File: config.mk
export PLATFORM = sky130hd
export DESIGN_NAME = bqlp_cfg_regs
export DESIGN_NICKNAME = d
export VERILOG_FILES = /design/src/rtl/bqlp_pkg.sv /design/src/rtl/bqlp_cfg_regs.sv
export SDC_FILE = /design/constraint.sdc
export NUM_CORES = 1
export LEC_CHECK = 0
export ABC_AREA = 1
export ABC_CLOCK_PERIOD_IN_PS = 900
export CAP_MARGIN = 0
export CORE_MARGIN = 2
export CORE_UTILIZATION = 51
export DETAILED_ROUTE_END_ITERATION = 6
export DONT_BUFFER_PORTS = 1
export PLACE_DENSITY = 0.7
export SLEW_MARGIN = 40
export SYNTH_ARGS = -nofsm -noshare
export SYNTH_HDL_FRONTEND = slang
export SYNTH_SLANG_ARGS = --single-unit
export TNS_END_PERCENT = 20
File: constraint.sdc
create_clock -name i_clk -period 0.9 [get_ports i_clk]
set_input_delay 0.27 -clock i_clk [delete_from_list [all_inputs] [get_ports i_clk]]
set_output_delay 0.27 -clock i_clk [all_outputs]
set_load 0.01 [all_outputs]
File: src/rtl/bqlp_pkg.sv
// Package for the stereo biquad low-pass: widths, fixed-point formats,
// register indexes and the coefficient set type. No dependencies.
`default_nettype none

package bqlp_pkg;

    localparam int SAMPLE_W       = 16;
    localparam int COEF_W         = 32;
    localparam int COEF_FRAC_BITS = 30;
    localparam int HIST_FRAC_BITS = 16;
    // Q18.16 output history
    localparam int HIST_W         = 18 + HIST_FRAC_BITS;
    // x0 + 2*x1 + x2 needs two extra bits plus sign headroom
    localparam int SUMX_W         = SAMPLE_W + 3;
    localparam int ACC_W          = COEF_W + HIST_W + 4;
    localparam int SHR_W          = ACC_W - COEF_FRAC_BITS;
    localparam int YINT_W         = HIST_W - HIST_FRAC_BITS;

    localparam int CFG_IDX_W      = 2;
    localparam logic [CFG_IDX_W-1:0] REG_FF_GAIN  = CFG_IDX_W'(0);
    localparam logic [CFG_IDX_W-1:0] REG_FB_FIRST = CFG_IDX_W'(1);
    localparam logic [CFG_IDX_W-1:0] REG_FB_SECOND = CFG_IDX_W'(2);

    typedef struct packed {
        logic signed [COEF_W-1:0] ff_gain;
        logic signed [COEF_W-1:0] fb_first;
        logic signed [COEF_W-1:0] fb_second;
    } t_coefs;

endpackage

`default_nettype wire

File: src/rtl/bqlp_cfg_regs.sv
// Coefficient register file for the biquad (a0, b1, b2 in Q2.30).
// Depends on bqlp_pkg.
`default_nettype none

module bqlp_cfg_regs (
    input  wire logic                           i_clk,
    input  wire logic                           i_rst_n,
    input  wire logic                           i_cfg_wr_en,
    input  wire logic [bqlp_pkg::CFG_IDX_W-1:0] i_cfg_index,
    input  wire logic [bqlp_pkg::COEF_W-1:0]    i_cfg_wdata,
    output bqlp_pkg::t_coefs                    o_coefs
);
    import bqlp_pkg::*;

    t_coefs r_coefs;
    t_coefs n_coefs;

    always_comb begin
        n_coefs = r_coefs;
        if (i_cfg_wr_en) begin
            case (i_cfg_index)
                REG_FF_GAIN:   n_coefs.ff_gain   = i_cfg_wdata;
                REG_FB_FIRST:  n_coefs.fb_first  = i_cfg_wdata;
                REG_FB_SECOND: n_coefs.fb_second = i_cfg_wdata;
                default:       n_coefs = r_coefs;  // unmapped index ignored
            endcase
        end
    end

    always_ff @(posedge i_clk) begin
        if (!i_rst_n) begin
            r_coefs <= '0;
        end else begin
            r_coefs <= n_coefs;
        end
    end

    assign o_coefs = r_coefs;

endmodule

`default_nettype wire

# Yosys cells after proc, flatten, opt, wreduce, memory -nomap -nowiden

Cells that the tools add are included.
Widths: inputs -> output; s select.

Input bits: 37
Register bits after elaboration: 96
Word-level logic and storage cells: 9

Equal/unequal tests: 2
Reductions and logical operators: 4

Operator list:

| operator           | number |
|---|---|
| $reduce_and 2->1   | 3 |
| $eq 2x1->1 const B | 1 |
| $eq 2x2->1 const B | 1 |
| $logic_not 2->1    | 1 |

# Depth between registers and ports, before layout

Gate-level depths: netlist of the first run.

Depth in word-level cells: 2
Mapped depth: 6
Depth with buffers taken out: 5

# Worst setup path before layout of the first run

No wires, ideal clock.

Path kind: input to register
Start point: input i_rst_n
End point: register r_coefs (netlist bit o_coefs[64])
Data arrival time: 0.866 ns
Stages on the path: 5
Library setup time: 0.064 ns
Buffers on the path: 3
Required time: 0.836 ns
Path slack: -0.030 ns
Cells stage by stage: buf_2 buf_2 buf_2 nand2_1 nor2_1

RTL lines:

| what                 | line                | text |
|---|---|---|
| from (decl)          | bqlp_cfg_regs.sv:7  | `input wire logic i_rst_n,` |
| to (signal assigned) | bqlp_cfg_regs.sv:34 | `r_coefs <= n_coefs;` |
| to (decl)            | bqlp_cfg_regs.sv:15 | `t_coefs r_coefs;` |

# Worst setup path in the final report of the first run

Start point: register r_coefs (netlist bit o_coefs[72])
End point: output o_coefs[72] (netlist name)

RTL lines:

| what      | line                | text |
|---|---|---|
| to (decl) | bqlp_cfg_regs.sv:11 | `output bqlp_pkg::t_coefs o_coefs` |

No word-level cell between the ends.

==> results of run 1 <==
## final cells by class
| class | instances | share of cell area, % |
|---|---|---|
| Multi-Input combinational cell | 387 | 34.8 |
| Sequential cell | 96 | 46.8 |
| Clock buffer | 9 | 2.75 |
| Timing Repair Buffer | 8 | 3.00 |
| Clock inverter | 4 | 1.61 |
| Tap cell | 102 | 2.84 |
| Inverter | 98 | 8.18 |
## per-layer routing
| metal | track usage, % | vias to the layer above | routed length (um) |
|---|---|---|---|
| met5 | 0 | - | 0 |
| met1 | 24.3 | 1471 | 3940 |
| met4 | 6.16 | 0 | 38 |
| li1 | - | 1755 | - |
| met3 | 7.06 | 2 | 809 |
| met2 | 36.3 | 93 | 4350 |
## how the worst max path moves through the flow
| stage | start | to | slack, ns | depth (start not counted) |
|---|---|---|---|---|
| final | o_coefs[72] | o_coefs[72] | -0.09 | 0 |
| after global routing | o_coefs[72] | o_coefs[72] | -0.13 | 0 |
| after CTS | o_coefs[72] | o_coefs[72] | -0.11 | 0 |
| after detailed placement | i_cfg_index[0] | o_coefs[12] | -0.05 | 6 |
| after global placement | i_cfg_index[0] | o_coefs[74] | -0.04 | 5 |
| after floorplan | i_rst_n | o_coefs[64] | -0.008 | 5 |
## placed cells by master (no fill, tap or decap), drive strengths merged
cell type | synthesis | routed
nor2 | 161 | 161
nand2 | 160 | 160
dfxtp | 96 | 96
clkinv | 0 | 1
bufinv | 0 | 2
buf | 35 | 8
nand3 | 34 | 34
clkinvlp | 0 | 1
a21oi | 32 | 32
clkbuf | 1 | 9
inv | 98 | 98
## cells by family (layout without fill, tap and decap cells)
group,Yosys count,in the layout
buffers and inverters,134,119
AND/OR/NAND/NOR,355,355
flip-flops,96,96
AO/OA/AOI/OAI,32,32
## where the power goes
| group | total [mW] | switching [mW] | leakage [nW] | internal (mW) |
|---|---|---|---|---|
| Combinational | 0.650 | 0.373 | 1.40 | 0.277 |
| Sequential | 4.74 | 0.266 | 0.833 | 4.47 |
| Clock | 2.88 | 1.36 | 0.0970 | 1.52 |
## timing repair
item | 4_1_cts | 5_1_grt
gates resized for setup | 107 | 14
pin swaps | 0 | 0
endpoints found under the setup margin | 96 | 96
hold buffers | 0 | 0
==> run summary, run 1 <==
The tools report the buffer count from post-CTS setup fixing as 0. The initialized floorplan defines 32 standard-cell rows. The die covers 0.00881 sq mm.

The min-delay analysis places its worst path in the category input port to register. The area taken by multi-input logic gates is 0.00157 sq mm. The area fraction in and, or, nand and nor cells after synthesis is 34.2%, and the core area is 0.00777 sq mm. The fraction of synthesized area in multiplexers works out to 0%.

The fill cell instance count of the final layout came out at 757. The overall power of the completed layout is 8.27 mW. The synthesized design contains 96 register bits. The initial core utilization came out at 53.0%.

The residual DRC count is 0. The run finished, with violations left. Total grt overflow: 0.

The first detailed-routing pass ran for 4 iterations. Setup repair after global routing could not meet its margin everywhere. Of the available clock period, the critical path in the final layout requires 110%.

The transition time at the pin with the least slew margin is 0.228 ns. Clock skew on the completed layout was measured at 0 ns. The run gives 147 as the DRC violation total after the first TritonRoute iteration. The total number of H-tree levels is 3. By area, the combinational part of the netlist is dominated by simple AND/OR/NAND/NOR gates. For the number of inserted diodes, the log shows 0. In this run the critical register-to-register path is launched from o_coefs[7].

The synthesized netlist devotes 3.89% of its cell area to compound gates. Synthesis produced a netlist whose cell count is 617. After clock tree synthesis, the clock-pin slew on the worst setup and hold paths is 0.08 ns.

In this run the tightest slew margin relative to its limit is 84.8%. Leaving out filler cells and counting taps, the final layout contains 704. At the worst endpoint, the required time is 0.63 ns.

Capture endpoint of the worst hold path: o_coefs[1]. In this run the most critical hold path is launched from i_rst_n. The total setup violations reported at the end of the flow was 96; the combined area of all synthesized cells was 0.00412 sq mm.

In this run the critical register-to-register path is captured at o_coefs[7]. The final layout contains 637 nets. During synthesis, Yosys emitted a total of 0 warnings. The clock reaches the later pin of the worst-skew pair after 0.33 ns. Hold is met by 0.0415 ns.

The number of nets handed over by synthesis was 654. In this run the cell area measured after placement is 0.00412 sq mm. The post-route netlist has 19.9% of its cells at a drive strength greater than 1.

Buffers inserted during clock tree synthesis total 9. The total of max-cap violations was 0; the post-synthesis average cell area was 6.67 sq um. After synthesis, the cell types taking the most area are sky130_fd_sc_hd__dfxtp_1 47%, sky130_fd_sc_hd__nand2_1 15%, sky130_fd_sc_hd__nor2_1 15%. The first global-routing pass estimated 14,700 um of wire.

The tools report the type of element launching the critical path as a register. The area overhead of the layout relative to synthesis was 9.30%. The checks that failed: setup timing.

The tools report the weighted congestion reported at the end of routability-driven placement as 0.736. The residual antenna-violating net count after detailed routing is 0. The top cell type by area accounts for 46.7% of the synthesized area. The largest net degree at the start of global routing was 97; the final instance area was 0.00450 sq mm. The register with the most flip-flops in the layout has 96 of them. The worst-case clock buffer depth is 2.

Once placement completed, the tool counted placed cells totaling 691. TritonCTS built the clock tree. The worst vdd rail ir drop came out at 864 uV. The final-report max-slew violation count was 0; the adder-cell share of the synthesized area was 0%.

The floorplan step set the die height to 93.8 um. The final worst slack is -0.0895 ns, and the total length of routed wires is 9130 um. The tools report the overall routing resource usage as 20.9%. After detailed routing, the number of vias per cell comes to 4.72. The classification of the worst setup path was register to output port. The final-report hold violation count came out at 0. In this run the count of I/O pins placed on the die edge is 133. For this design the ratio of total power to cell area is 1840 mW/mm^2. Sequential cell area fraction in the yosys report: 46.7%. The worst register-to-register path has a depth of 4. The synthesized netlist devotes 0% of its cell area to XOR and XNOR gates. The endpoint type of the worst setup path was an output port.

Counting flops with an async set or reset pin after synthesis yields a share of 0%. Sorting the synthesized cells by how often they occur yields 160 x sky130_fd_sc_hd__nand2_1, 160 x sky130_fd_sc_hd__nor2_1, 98 x sky130_fd_sc_hd__inv_1. In this run the tool buffered the top-level ports with 0 buffer cells. The setup slack of the most critical reg-to-reg path was 0.22 ns.

The most used flip-flop cell after synthesis was sky130_fd_sc_hd__dfxtp_1. The library cell occupying the most area in the post-synthesis netlist was sky130_fd_sc_hd__dfxtp_1. The number of antenna violations at the first check in global routing came out at 0. The final critical path time including I/O delays and setup was 0.989 ns. In this run the clock root is driven by a sky130_fd_sc_hd__clkbuf_8. Summed over all failing endpoints, the final setup total negative slack is -6.91 ns.

Hold-critical path depth: 2. The clock drives 96 sinks. The total via count after detailed routing was 3,321; the leakage power was 2.33 nW. For the via count of the first global-routing pass, the log shows 3,171.

Of all nets on the critical path, the largest fanout is 2. The routed length per placed instance was 13.0 um. Before CTS, the worst setup slack after placement is -0.0475 ns. Data arrives at the worst endpoint at 0.72 ns. Counting distinct cell types in the post-synthesis netlist gives 13. The total area of sequential cells is 0.00210 sq mm. Summed over all nets, the half-perimeter wirelength after detailed placement is 6060 um. The number of enable flip-flop cells after synthesis was 0; the post-layout utilization of the core was 57.9%. Static timing analysis puts the maximum clock frequency at 1.01 GHz.

The die span in x is 93.8 um.
No activity file was read; power rests on OpenSTA's default activity.
==> run 2: changes to the inputs <==
Settings changed: ABC_CLOCK_PERIOD_IN_PS 900 to 1250, PLACE_DENSITY 0.7 to 0.67.
Clock period 0.9 ns to 1.25 ns, I/O delays scaled along.
==> run 2 against run 1 <==
  * The flow now finishes without violations
  * First-iteration DRC count grew 4.1%
  * Combinational power shrank 30%
  * Worst setup slack gained 0.19 ns
  * Clock skew stayed put
  * Sequential share of layout area is 2.1 points lower
  * Sequential power decreased by 28%
  * Cell area down 4.4%
  * Register-to-register slack better by 0.31 ns
  * Global-route usage shrank 0.27 points
  * Largest cell class unchanged
  * Largest power group unchanged
  * Highest routed layer unchanged
==> run summary, run 2 (synthesis gave the netlist of run 1 again) <==
The area of the die is 0.00881 sq mm (unchanged). Worst-skew pair later-pin latency: 0.34 ns (about the same). The flow ran to the end, and the final reports show no timing, DRC or antenna violations. The tools report the DRC violation total after the first TritonRoute iteration as 153 (+4.1%).

The classification of the worst setup path was register to output port. The logs give 0 (unchanged) for the residual antenna-violating net count after detailed routing and 96 (unchanged) for the number of clock sinks. The library cells used most frequently in the layout, excluding fill and tap cells, are 160 x sky130_fd_sc_hd__nand2_1, 160 x sky130_fd_sc_hd__nor2_1, 98 x sky130_fd_sc_hd__inv_1, 96 x sky130_fd_sc_hd__dfxtp_1. Worst slew margin relative to its limit: 86.0% (+1.2 points). For the final-report hold violation count, the log shows 0 (unchanged). The logs give 0 (unchanged) for the number of inserted diodes and 0.206 ns (+0.254 ns) for the pre-CTS worst setup slack. The run gives 830 uV (-3.9%) as the worst vdd rail ir drop. The final critical path takes up 91.9% of the cycle. The run gives 20.6% (-0.27 points) as the overall routing resource usage.

The type of element launching the critical path was a register. The via count of the first global-routing pass came out at 3,074 (-3.1%). The net count reported at finish was 635 (-0.31%); the die span in x was 93.8 um (unchanged). The run gives 0 (unchanged) as the number of antenna violations at the first check in global routing.

The run gives 0.746 (+1.4%) as the weighted congestion reported at the end of routability-driven placement. The data arrival time of the critical path is 0.77 ns (+0.05 ns), and the row count is 32 (unchanged). The share of final-layout standard cells stronger than drive strength 1 came out at 4.15% (-16 points).

CTS placed an instance of sky130_fd_sc_hd__clkbuf_8 at the clock tree root. The total of max-cap violations is 0 (unchanged). For the residual DRC count, the log shows 0 (unchanged). The run gives 0 (unchanged) as the final-report max-slew violation count. The post-cts sizing count is 0 (-100%), and the first-pass GRT wire length is 14,400 um (-1.9%).

The run gives 133 (unchanged) as the number of primary I/O pins. Detailed-router iteration count before antenna repair: 4 (unchanged). For the total setup violations reported at the end of the flow, the log shows 0 (-100%). Setup repair after global routing left no endpoint under its margin.

The startpoint identified for the worst register-to-register timing path is o_coefs[22]. The total power density per cell area came out at 1380 mW/mm^2 (-25%). The fill cell instance count of the final layout was 802 (+5.9%); the fmax was 0.870 GHz. The TritonCTS buffer count was 9 (unchanged). In this run the worst hold path is classified as input port to register. For the final total negative setup slack, the log shows 0 ns (+6.91 ns). The placed wire-length estimate after detailed placement is 5880 um (-3.0%), and the total of hold buffers inserted after clock tree synthesis is 0 (unchanged). TritonCTS built the clock tree. The number of flip-flops in the largest register is 96 (unchanged). The transition time at the pin with the least slew margin came out at 0.210 ns (-0.0175 ns). The routed length per placed instance was 12.6 um (-3.2%). The setup skew after layout is 0 ns (unchanged), and the post-CTS clock slew at the launch and capture registers of the worst setup and hold paths is 0.09 ns (about the same). Data required time at the worst endpoint: 0.88 ns (+0.25 ns).

The run gives 0.00430 sq mm (-4.4%) as the final instance area. The core area came out at 0.00777 sq mm (unchanged). The area overhead of the layout relative to synthesis is 4.44%, and the total length of routed wires is 8850 um (-3.1%). The buffer count from post-CTS setup fixing is 0 (unchanged). The placed instance area was 0.00409 sq mm (-0.67%); the leakage power was 2.26 nW (-3.0%). Counting I/O delays and the setup requirement, the final critical path takes 1.15 ns. Endpoint type of the worst setup path: an output port.

The tools report the final worst slack as 0.101 ns (+0.190 ns). The worst hold slack across all endpoints was 0.135 ns (+0.0932 ns). The tools report the total grt overflow as 0 (unchanged). The quantity of I/O buffers inserted on ports is 0 (unchanged). For the total number of H-tree levels, the log shows 3 (unchanged). The worst hold path begins at i_rst_n. Total via count after detailed routing: 3,284 (-1.1%).

The tools report the largest net degree at the start of global routing as 97 (unchanged). The die extent in y was 93.8 um (unchanged). The ratio of routed vias to standard cells is 4.66 (-1.3%). The worst-case clock buffer depth is 2 (unchanged), and the largest driver fanout on the critical path is 2 (unchanged). In this run the worst setup path begins at o_coefs[73].

The initial core utilization is 53.0% (unchanged).
## run 2: through the flow
stage	util [%]	std cells	power (mW)
floorplan	-	617	3.92
global placement	52.7	689	3.92
detailed placement	52.7	689	3.94
CTS	55.3	705	6.00
global route	55.3	705	6.23
finish	55.3	705	5.93
## run 2: worst register-to-register path, stage by stage (launching register included)
cell and delay [ns]:
sky130_fd_sc_hd__dfxtp_1 0.42, sky130_fd_sc_hd__inv_1 0.06, sky130_fd_sc_hd__nand2_1 0.06, sky130_fd_sc_hd__nand2_1 0.04, sky130_fd_sc_hd__nor2_1 0.08
## run 2: path summary, 6_finish.rpt
| kind | endpoint | slack, ns | cells past startpoint |
|---|---|---|---|
| worst max register to register | o_coefs[22] | 0.53 | 4 |
| worst max-delay path | o_coefs[73] | 0.10 | 0 |
| worst min-delay path | o_coefs[34] | 0.13 | 2 |
| worst min register to register | o_coefs[87] | 0.55 | 2 |
## run 2: cell type report
| type | instances | area [sq um] | share of cell area (%) |
|---|---|---|---|
| Multi-Input combinational cell | 387 | 1570 | 36.5 |
| Tap cell | 102 | 128 | 2.97 |
| Clock buffer | 10 | 138 | 3.20 |
| Inverter | 98 | 368 | 8.56 |
| Clock inverter | 6 | 68.8 | 1.60 |
| Timing Repair Buffer | 6 | 108 | 2.50 |
| Sequential cell | 96 | 1920 | 44.7 |
## run 2: layer usage
layer	GRT usage, %	wire, um	part of all wire, %
met3	7.87	851	9.6
met1	24.5	3870	44
met2	34.4	4030	46
met5	0	0	0
met4	6.28	98	1.1
## run 2: report_power, final
part           internal, mW  total, mW  switching, mW
Sequential             3.22       3.41          0.190
Clock                 0.983       2.07           1.08
Combinational         0.191      0.455          0.264
Total                  4.39       5.93           1.54
==> run 3: changes to the inputs <==
Settings changed: ABC_CLOCK_PERIOD_IN_PS 1250 to 1200, BUFFER_PORTS_ARGS set to -buffer_cell sky130_fd_sc_hd__buf_2, CORE_MARGIN 2 to 5, DONT_BUFFER_PORTS 1 to not set, PLACE_DENSITY 0.67 to 0.81.
Clock period 1.25 ns to 1.2 ns, I/O delays scaled along.
==> run 3 against run 2 <==
  * Cell area rose by 25%
  * Sequential cell count did not move
  * Clock power fell by 2%
  * First-iteration DRC count fell by 17%
  * Worst setup slack got worse by 0.085 ns
  * Count of clock-buffer cells in the layout rose by 2
  * Via count rose by 18%
  * Register-to-register slack improved by 0.02 ns
  * Power rose by 10%
  * Worst hold slack improved by 0.15 ns
  * Routed wire length rose by 13%
  * Critical endpoint is now o_coefs[32]
==> run summary, run 3 (synthesis gave the netlist of run 1 again) <==
The total power density per cell area is 1210 mW/mm^2 (-12%), and the largest net degree at the start of global routing is 50 (-48%). The worst path buffer plus inverter count is 1, and the number of placed instances with taps included is 826 (+20%). Compared with the post-synthesis result, the final layout area differs by 30.8%. The critical path's slowest cell was sky130_fd_sc_hd__dfxtp_2.

The endpoint type of the worst setup path was an output port. The transition time at the pin with the least slew margin was 0.221 ns (+0.0109 ns). Classification of the worst setup path: register to output port.

The tools report the DRC violation total after the first TritonRoute iteration as 127 (-17%). The placed wire-length estimate after detailed placement was 6960 um (+18%). The area taken by multi-input logic gates was 0.00157 sq mm (unchanged); the largest driver fanout on the critical path was 2 (unchanged). The maximum cell stage delay along the critical path is 0.34 ns. For the worst hold slack across all endpoints, the log shows 0.280 ns (+0.146 ns).

The core area is 0.00781 sq mm (+0.52%). Setup repair after global routing could not meet its margin everywhere. The worst slew margin relative to its limit came out at 85.3% (-0.73 points).

The run gives 617 uV (-26%) as the worst vdd rail ir drop. The area of the die was 0.00997 sq mm (+13%). Final total negative setup slack: 0 ns (unchanged).

The number of flip-flops in the largest register is 96 (unchanged). The non-filler instance count after layout is 841 (+19%), and the pre-CTS worst setup slack is -0.00542 ns (-0.211 ns). The critical path goes through buf_2. The via count of the first global-routing pass was 3,533 (+15%). The tools report the clock root buffer master as sky130_fd_sc_hd__clkbuf_8. TritonCTS built the clock tree. The fill cell instance count of the final layout was 649 (-19%); the final worst slack was 0.0163 ns (-0.0846 ns).

Launch instance of the worst register-to-register path: o_coefs[20]. Data required time at the worst endpoint: 0.84 ns (-0.04 ns). The logs give 3.03 nW (+34%) for the leakage power and 133 (unchanged) for the number of primary I/O pins. The die span in x was 99.8 um (+6.4%). The total length of routed wires was 10000 um (+13%); the number of antenna violations at the first check in global routing was 0 (unchanged). The worst-skew pair later-pin latency is 0.34 ns (about the same). Share of final-layout standard cells stronger than drive strength 1: 33.4% (+29 points). The worst setup path is launched from a register. Die extent in y: 99.8 um (+6.4%).

The min-delay analysis places its worst path in the category input port to register. The worst hold path terminates at o_coefs[50]. The logs give 2 (unchanged) for the worst-case clock buffer depth and 0 (unchanged) for the final-report hold violation count. The total of max-cap violations is 0 (unchanged), and the net count reported at finish is 772 (+22%).

The final critical path time including I/O delays and setup is 1.18 ns, and the residual DRC count is 0 (unchanged). The met2 global-route usage was 33.5% (-0.95 points); the data arrival time of the critical path was 0.82 ns (+0.05 ns). The tools report the TritonCTS buffer count as 9 (unchanged).

The flow ran to the end, and the final reports show no timing, DRC or antenna violations. The logs give 3 (unchanged) for the total number of H-tree levels and 0 (unchanged) for the total of hold buffers inserted after clock tree synthesis. The tools report the total setup violations reported at the end of the flow as 0 (unchanged). For the final-report max-slew violation count, the log shows 0 (unchanged). The quantity of I/O buffers inserted on ports works out to 132 (+132). For the weighted congestion reported at the end of routability-driven placement, the log shows 0.702 (-5.9%).

The total area of sequential cells came out at 0.00203 sq mm (+5.7%). The tools report the endpoint of the worst-slack reg-to-reg timing path as o_coefs[20]. Buffer count from post-CTS setup fixing: 0 (unchanged). Total via count after detailed routing: 3,880 (+18%). After global routing, the most crowded layer is met2. The total grt overflow is 0 (unchanged), and the number of inserted diodes is 0 (unchanged). The ratio of final minimum period to clock period was 98.6%. Cell class contributing the biggest share of worst-path delay: flip-flops. The residual antenna-violating net count after detailed routing was 0 (unchanged); the met3 usage was 4.17% (-3.7 points). The setup skew after layout is 0 ns (unchanged), and the number of clock sinks is 96 (unchanged). The post-CTS clock slew at the launch and capture registers of the worst setup and hold paths is 0.09 ns (about the same).

The routed length per placed instance came out at 11.9 um (-5.3%). The ratio of routed vias to standard cells was 4.61 (-0.96%); the worst-case reg-to-reg path depth was 4 (unchanged). The tools report the initial core utilization as 52.7% (-0.27 points). The tools report the detailed-router iteration count before antenna repair as 4 (unchanged). The row count is 32 (unchanged), and the met1 global-route usage is 23.2% (-1.3 points).

The overall routing resource usage was 19.3% (-1.3 points). The run gives 16,000 um (+11%) as the first-pass GRT wire length. Setup slack of the most critical reg-to-reg path: 0.55 ns (+0.02 ns).

The fmax came out at 0.845 GHz. The library cells used most frequently in the layout, excluding fill and tap cells, are 160 x sky130_fd_sc_hd__nand2_1, 160 x sky130_fd_sc_hd__nor2_1, 98 x sky130_fd_sc_hd__inv_1, 92 x sky130_fd_sc_hd__buf_2, 88 x sky130_fd_sc_hd__dfxtp_2. The tools report the startpoint of the most critical hold path as i_cfg_wdata[18]. Hold-critical path depth: 3 (+1).
run 3: metal layers:
layer / vias to the layer above / share of wire, %
met5: - / 0
met4: 0 / 1.1
met3: 9 / 6.0
met2: 90 / 51
li1: 2030 / -
met1: 1751 / 41
run 3: report_power, final:
| group | internal [mW] | switching, mW |
|---|---|---|
| registers | 3.38 | 0.0998 |
| clock network | 1.01 | 1.02 |
| logic | 0.448 | 0.575 |
| total | 4.84 | 1.69 |
run 3: timing repair:
item / in CTS / in global routing
cloned: 0 / 0
gates resized for setup: 21 / 109
pin swaps: 0 / 0
endpoints found under the setup margin: 20 / 85
run 3: final cells by class:
class / count / share of cell area, %
clock inverter: 3 / 0.790
multi-input combinational: 387 / 29.1
inverter: 98 / 6.83
sequential: 96 / 37.7
timing repair buffer: 143 / 20.5
clock buffer: 12 / 2.70
tap: 102 / 2.37
run 3: per-stage QoR:
stage	area, sq um	total power [mW]	util, %
global route	5390	6.90	69.0
detailed placement	4840	4.46	62.0
finish	5390	6.53	69.0
floorplan	4120	4.08	-
global placement	4840	4.42	62.0
CTS	5070	6.49	64.9
run 3: how the worst max path moves through the flow:
| stage | cells past startpoint | startpoint | endpoint | slack [ns] |
|---|---|---|---|---|
| after global routing | 1 | o_coefs[59] | o_coefs[59] | -0.02 |
| after CTS | 1 | o_coefs[81] | o_coefs[81] | 0.0001 |
| after global placement | 6 | i_cfg_index[0] | o_coefs[66] | 0.01 |
| after floorplan | 5 | i_rst_n | o_coefs[64] | 0.18 |
| after detailed placement | 6 | i_cfg_index[0] | o_coefs[71] | -0.005 |
| final | 1 | o_coefs[32] | o_coefs[32] | 0.02 |
run 3: worst reg2reg max path, delay by kind of cell (launching register included):
kind                   cells  cell delay, ns
and+or+nand+nor            3            0.20
buffers and inverters      1            0.04
DFF                        1            0.35
